===== config.mk =====
export PLATFORM = sky130hd
export DESIGN_NAME = lbc_cell
export DESIGN_NICKNAME = d
export VERILOG_FILES = /design/src/sv/lbc_pkg.sv /design/src/sv/lbc_cell.sv
export SDC_FILE = /design/constraint.sdc
export NUM_CORES = 1
export LEC_CHECK = 0
export BUFFER_PORTS_ARGS = -buffer_cell sky130_fd_sc_hd__buf_2
export CAP_MARGIN = 20
export CORE_AREA = 2 2 94 96
export CTS_CLUSTER_SIZE = 40
export DETAILED_ROUTE_END_ITERATION = 10
export DIE_AREA = 0 0 96 98
export PLACE_DENSITY = 0.76
export RECOVER_POWER = 50
export SYNTH_ARGS = -nofsm -noshare
export SYNTH_HDL_FRONTEND = slang
export SYNTH_SLANG_ARGS = --single-unit

===== constraint.sdc =====
create_clock -name i_clk -period 2.7 [get_ports i_clk]
set_clock_uncertainty 0.05 [all_clocks]
set_input_delay 0.135 -clock i_clk [delete_from_list [all_inputs] [get_ports i_clk]]
set_output_delay 0.135 -clock i_clk [all_outputs]
set_load 0.005 [all_outputs]

===== src/sv/lbc_pkg.sv =====
// Shared types and codes for the LRU block buffer cache directory.
// Used by lbc_cell and lru_block_buffer_cache; depends on nothing.
`default_nettype none

package lbc_pkg;

    localparam int ENTRIES_DEF = 64;

    localparam logic [7:0] REFS_MAX = 8'hFF;

    // request commands
    localparam logic CMD_READ    = 1'b0;
    localparam logic CMD_RELEASE = 1'b1;

    // result status codes
    localparam logic [1:0] ST_OK       = 2'd0;
    localparam logic [1:0] ST_NO_FREE  = 2'd1;
    localparam logic [1:0] ST_NOT_HELD = 2'd2;
    localparam logic [1:0] ST_FULL     = 2'd3;

    // operations broadcast to the cell row
    localparam logic [1:0] OP_NONE   = 2'd0;
    localparam logic [1:0] OP_HEAD   = 2'd1;
    localparam logic [1:0] OP_TAIL   = 2'd2;
    localparam logic [1:0] OP_UPDATE = 2'd3;

    typedef struct packed {
        logic        command;
        logic [31:0] block_number;
        logic [5:0]  slot;
    } t_req;

    typedef struct packed {
        logic [5:0]  slot_out;
        logic        hit;
        logic        write_back;
        logic [31:0] old_block;
        logic        fetch;
        logic [1:0]  status;
    } t_rsp;

    typedef struct packed {
        logic [31:0] tag;
        logic        valid;
        logic [7:0]  refs;
    } t_entry;

    typedef struct packed {
        logic [1:0] op;
        t_entry     ent;
    } t_cell_cmd;

endpackage

`default_nettype wire


===== src/sv/lbc_cell.sv =====
// One position of the recency list: holds the entry sitting there and shifts
// toward head or tail, or updates its count, on command. Depends on lbc_pkg.
`default_nettype none

module lbc_cell #(
    parameter int IW  = 6,
    parameter int N   = 64,
    parameter int POS = 0
) (
    input  wire logic               i_clk,
    input  wire logic               i_rst_n,
    input  wire lbc_pkg::t_cell_cmd i_cmd,
    input  wire logic [IW-1:0]      i_cmd_pos,
    input  wire logic [IW-1:0]      i_cmd_idx,
    input  wire lbc_pkg::t_entry    i_left_ent,
    input  wire logic [IW-1:0]      i_left_idx,
    input  wire lbc_pkg::t_entry    i_right_ent,
    input  wire logic [IW-1:0]      i_right_idx,
    input  wire logic               i_key_cmd,
    input  wire logic [31:0]        i_key_tag,
    input  wire logic [IW-1:0]      i_key_idx,
    input  wire logic               i_key_ok,
    output lbc_pkg::t_entry         o_ent,
    output logic [IW-1:0]           o_idx,
    output logic                    o_match,
    output logic                    o_vict
);
    import lbc_pkg::*;

    localparam logic [IW-1:0] P     = IW'(POS);
    localparam bit            FIRST = (POS == 0);
    localparam bit            LAST  = (POS == N - 1);

    logic [31:0]   r_tag,   n_tag;
    logic          r_valid, n_valid;
    logic [7:0]    r_refs,  n_refs;
    logic [IW-1:0] r_idx,   n_idx;
    logic          zero_here;
    logic          zero_left;

    always_comb begin
        n_tag   = r_tag;
        n_valid = r_valid;
        n_refs  = r_refs;
        n_idx   = r_idx;
        unique case (i_cmd.op)
            OP_HEAD: begin
                if (FIRST) begin
                    n_tag   = i_cmd.ent.tag;
                    n_valid = i_cmd.ent.valid;
                    n_refs  = i_cmd.ent.refs;
                    n_idx   = i_cmd_idx;
                end else if (P <= i_cmd_pos) begin
                    n_tag   = i_left_ent.tag;
                    n_valid = i_left_ent.valid;
                    n_refs  = i_left_ent.refs;
                    n_idx   = i_left_idx;
                end
            end
            OP_TAIL: begin
                if (LAST) begin
                    n_tag   = i_cmd.ent.tag;
                    n_valid = i_cmd.ent.valid;
                    n_refs  = i_cmd.ent.refs;
                    n_idx   = i_cmd_idx;
                end else if (P >= i_cmd_pos) begin
                    n_tag   = i_right_ent.tag;
                    n_valid = i_right_ent.valid;
                    n_refs  = i_right_ent.refs;
                    n_idx   = i_right_idx;
                end
            end
            OP_UPDATE: begin
                if (P == i_cmd_pos) begin
                    n_refs = i_cmd.ent.refs;
                end
            end
            default: begin
            end
        endcase
    end

    always_ff @(posedge i_clk) begin
        r_tag <= n_tag;
    end

    always_ff @(posedge i_clk) begin
        if (!i_rst_n) begin
            r_valid <= 1'b0;
            r_refs  <= '0;
            r_idx   <= P;
        end else begin
            r_valid <= n_valid;
            r_refs  <= n_refs;
            r_idx   <= n_idx;
        end
    end

    // referenced entries always sit ahead of unreferenced ones, so the victim
    // is the first unreferenced position
    assign zero_here = (r_refs == '0);
    assign zero_left = (i_left_ent.refs == '0);
    assign o_vict    = zero_here && (FIRST || !zero_left);

    assign o_match = (i_key_cmd == CMD_READ) ? (r_valid && (r_tag == i_key_tag))
                                             : (i_key_ok && (r_idx == i_key_idx));

    assign o_ent.tag   = r_tag;
    assign o_ent.valid = r_valid;
    assign o_ent.refs  = r_refs;
    assign o_idx       = r_idx;

endmodule

`default_nettype wire


After elaboration in Yosys (flattened, before gate mapping):

Cells that the tools add are included.

* output and inout bits: 49
* register bits: 47
* bits of input ports: 191
* logic and storage cells: 30

* reduce and logical (&&, ||, !) cells: 8
* equality and inequality tests: 7
* multiplexer cells: 10
* $lt $le $gt $ge: 1

Operators by type and width (number)
* 32-bit case mux with 2 select lines: 1
* 32-bit equality test: 1
* 32-bit two-way mux: 1
* 8-bit case mux with 3 select lines: 1
* 8-bit two-way mux: 2
* 6-bit case mux with 2 select lines: 1
* 8-bit zero test: 1
* 6-bit equality test: 1
* 1-bit by 6-bit greater-or-equal comparator with 1-bit output, first input constant: 1
* 6-bit zero test: 1
* 6-bit two-way mux: 1
* 2-bit equality test, second input constant: 2
* 2-bit != test, second input constant: 2
* 3-bit AND reduction: 1
* 3-bit nonzero test: 1
* 2-bit by 1-bit equality test with 1-bit output, second input constant: 1
* 1-bit logical AND: 2
* 1-bit two-way mux: 2
* 1-bit case mux with 2 select lines: 1
* 2-bit AND reduction: 1
* 2-bit nonzero test: 1

Depth between registers and ports, before layout:

* depth after elaboration: 3
* gate-level depth with buffers: 7
* mapped depth without buffers: 5

Least setup slack after synthesis:

No wires, ideal clock.

* path kind: input port to flip-flop
* start point: input i_cmd[41] (netlist bit)
* end point: register r_tag[0] (enable)
* required time: 2.228 ns
* arrival time: 2.102 ns
* path slack: 0.127 ns
* setup time: 0.422 ns
* buffers on the path: 1
* stages: 5
* cells stage by stage: inv_1 -> ha_1 -> a21boi_2 -> buf_6 -> nor2_1

* longest elaborated chain between the ends: 3
* elaborated cells between the ends (all ways): 5
* those cells by class: eq/ne: 3; reduce/logical: 2

Ends and longest elaborated chain
* from (decl): RTL line lbc_cell.sv:12 `input wire lbc_pkg::t_cell_cmd i_cmd,`
* 2-bit equality test or 2-bit by 1-bit equality test with 1-bit output (tied branches): RTL line lbc_cell.sv:46 `unique case (i_cmd.op)`
* 2-bit != test (no line) or 2-bit nonzero test (tied branches)
* 2-bit AND reduction (no line) *
* to (signal assigned): RTL line lbc_cell.sv:84 `r_tag <= n_tag;`
* to (decl): RTL line lbc_cell.sv:34 `logic [31:0] r_tag, n_tag;`

Every way passes the cells marked *; elsewhere a longest branch is shown, timed or not.
A chain may end at the register's enable or synchronous reset.

Worst setup path in the final report:

* start point: input i_cmd[41] (netlist bit)
* end point: register r_refs[4]

* longest elaborated chain between the ends: 3
* elaborated cells between the ends (all ways): 8
* those cells by class: eq/ne: 5; mux: 1; reduce/logical: 2

Ends and longest elaborated chain
* 2-bit equality test or 2-bit by 1-bit equality test with 1-bit output (tied branches): RTL line lbc_cell.sv:46
* 2-bit != test (no line) or 3-bit nonzero test (tied branches)
* 3-bit AND reduction (no line)
* to (signal assigned): RTL line lbc_cell.sv:94 `r_refs <= n_refs;`
* to (decl): RTL line lbc_cell.sv:36 `logic [7:0] r_refs, n_refs;`

Parallel ways exist; a longest one is shown, timed or not.

==> metrics <==
DR vias=2320; Ports=240; CP Class=primary input to flop; Hold Buf Count CTS=0; placed inst area=3690 um2; most common cell after layout, fill and taps aside=buf_2; setup TNS=0 ns; crit-path cells=clkbuf_1 -> inv_1 -> ha_1 -> clkbuf_1 -> o2bb2ai_1 -> buf_4 -> and2_1 -> o211a_1; Die ar.=roughly 9400 um2; Worst-Margin Slew=1.46 ns; layout cell share with drive strength beyond 1=52.6%; reg2reg start=o_idx[1]; Clock Tree Buf Depth=2; Reg-to-Reg End=o_idx[1]; synth warn=0; worst-path fanout max=23; nets=593; Iteration-0 DRC Markers=42; Tcrit/Tclk final=79.8%; Max Used Layer=met4; initial antenna violation count=0; gr ovfl total=0; crit path from=i_cmd[41]; Max Fclk=464 MHz; CTS root buffer=clkbuf_8; Sink Count=47; register area share after synthesis=47.8%; FF-to-FF setup slack=roughly 1.9 ns; endpoints failing setup=0; Resized cells post-CTS=0; CP Buf/Inv Count=4; DR vias/cell=4.56; DIE WIDTH=96 um; Worst Reg-to-Reg Cells=2; Port-buffer cells=roughly 190; met2 wire len=3520 um; P&R area growth vs syn=41.7%; FF+latch count, synth=47; crit path launch type=primary input; Core Area=about 8500 um2; Lkg Pwr=between 1.5 and 2 nW; most frequent cells in the layout=buf_2 (168), mux2_2 (32), xor2_1 (32), edfxtp_1 (32), clkbuf_1 (28); Critical Path Sink Type=flop; Remaining DRCs=0; syn nets=401; worst path required time=2.83 ns; worst skew pair latency=0.29 ns; Rel. slew slack=2.82%; post-CTS setup buffer count=0; Num CTS Buffers=5; WL met1=2710 um; num rows=34; synthesized area per cell=12.7 um2; CP dominant cell by count=clkbuf_1; initial core utilization=31.1%; final wirelength=6840 um; final count of hold timing violations=0; Peak VDD IR=approximately 0.24 mV; cell with the largest stage delay on the worst path=clkbuf_1; count of different cell masters after synthesis=33; Synth Cell Area=2640 um2; vias in the first global route=about 2300; Wirelength per Cell=13.4 um; hold depth=2; Max-Cap Viols=0; GRT Resource Usage Total=13.9%; crit path DAT=approximately 2.3 ns; pin count of the biggest net entering global routing=33; drt pass-1 iters=6; min Tclk post-route=roughly 2.2 ns; outcome=finished, final reports clean; RSZ-0062 raised after global routing=false; post-route cell area=3730 um2; H-tree depth=2; Antenna Cells=0; PD cells=474 nW/um2; largest stage delay on the critical path=0.99 ns; CTS tree=yes; hpwl dp=between 5000 and 6000 um; Placer Congestion=0.789; Hold Crit Class=primary input to flop; first-pass GRT wire length=approximately 10000 um; ANT nets after route=0; hold endpoint=r_tag[22]; die height=about 98 um; Min-Delay Startpoint=i_cmd[31]; CP top delay family=buffers and inverters; Max Slew Vio Count=0; cell count after synthesis=208; register clock-pin slew on the reported worst setup and hold paths=0.09 ns; metal3 WL=545 um
[synthesized netlist by cell type]
cell	count	area (um2)
o2bb2ai_1	1	8.76
buf_6	1	11.3
nor4_4	1	21.3
nor3b_1	1	7.51
clkbuf_2	1	5.00
a21boi_2	1	11.3
ha_1	2	25.0
edfxtp_1	32	961
buf_2	4	20.0
o211a_1	8	80.1
mux2i_1	15	150
nand2b_1	1	6.26
a21boi_1	2	15.0
or4_1	2	15.0
dlygate4sd1_1	1	8.76
nor2_1	3	11.3
xor2_1	32	280
dfxtp_1	15	300
o21ai_0	7	35.0
or3_1	7	43.8
nor4_1	8	50.1
a21boi_0	5	37.5
nand4_1	3	18.8
buf_8	1	15.0
buf_4	2	15.0
inv_1	1	3.75
mux2_2	32	360
xnor2_1	6	52.6
buf_1	1	3.75
nand3_1	9	45.0
o31ai_1	1	7.51
nand2_1	1	3.75
and2_1	1	6.26
[logic make-up after synthesis]
logic type | Yosys count | share of synthesized area [%]
AOI/OAI and AO/OA | 25 | 7.40
xor gates and xnor gates | 38 | 12.6
adders and majority gates | 2 | 0.949
buffers and inverters | 12 | 3.13
DFF | 47 | 47.8
muxes | 47 | 19.4
and+or+nand+nor | 37 | 8.69
[report_power, final]
part           switching, W  total, W  internal [W]
logic              0.000196  0.000438      0.000242
registers         0.0000624  0.000936      0.000874
clock network      0.000214  0.000396      0.000182
[metrics by stage]
stage          util, %  hold slack (ns)  std cells  total power [W]  setup WS (ns)
2_1_floorplan        -            0.239        208          0.00117          0.127
3_3_place_gp      43.6            0.388        501          0.00139          0.953
3_5_place_dp      43.6            0.393        501          0.00141          0.905
4_1_cts           44.6           0.0775        509          0.00182          0.580
5_1_grt           44.1           0.0777        509          0.00189          0.237
6_report          44.1           0.0886        509          0.00177          0.545
[final cells by class]
| class | instances | area, um2 |
|---|---|---|
| tap | 108 | 135 |
| timing repair buffer | 196 | 953 |
| clock inverter | 1 | 5.00 |
| inverter | 1 | 3.75 |
| fill | 828 | 4730 |
| multi-input combinational | 149 | 1300 |
| clock buffer | 7 | 76.3 |
| sequential | 47 | 1260 |
[per-layer routing]
metal	up-vias	track usage [%]
met4	0	3.30
met2	121	26.8
met5	-	0
met1	1032	15.1
li1	1161	-
met3	6	2.62
[registers in the layout, summed over array words and instances, names as in the netlist]
| signal | cells |
|---|---|
| r_valid | 1 |
| r_refs | 8 |
| o_idx | 6 |
| r_tag | 32 |
[worst max path at each step]
stage	endpoint	slack, ns	cells past startpoint
5_1_grt	r_refs[4]	0.24	8
2_1_floorplan	r_tag[0]	0.13	5
6_report	r_refs[4]	0.54	8
4_1_cts	o_match	0.58	5
3_3_place_gp	o_match	0.95	5
3_5_place_dp	o_match	0.90	5
No activity file was read; power rests on OpenSTA's default activity.
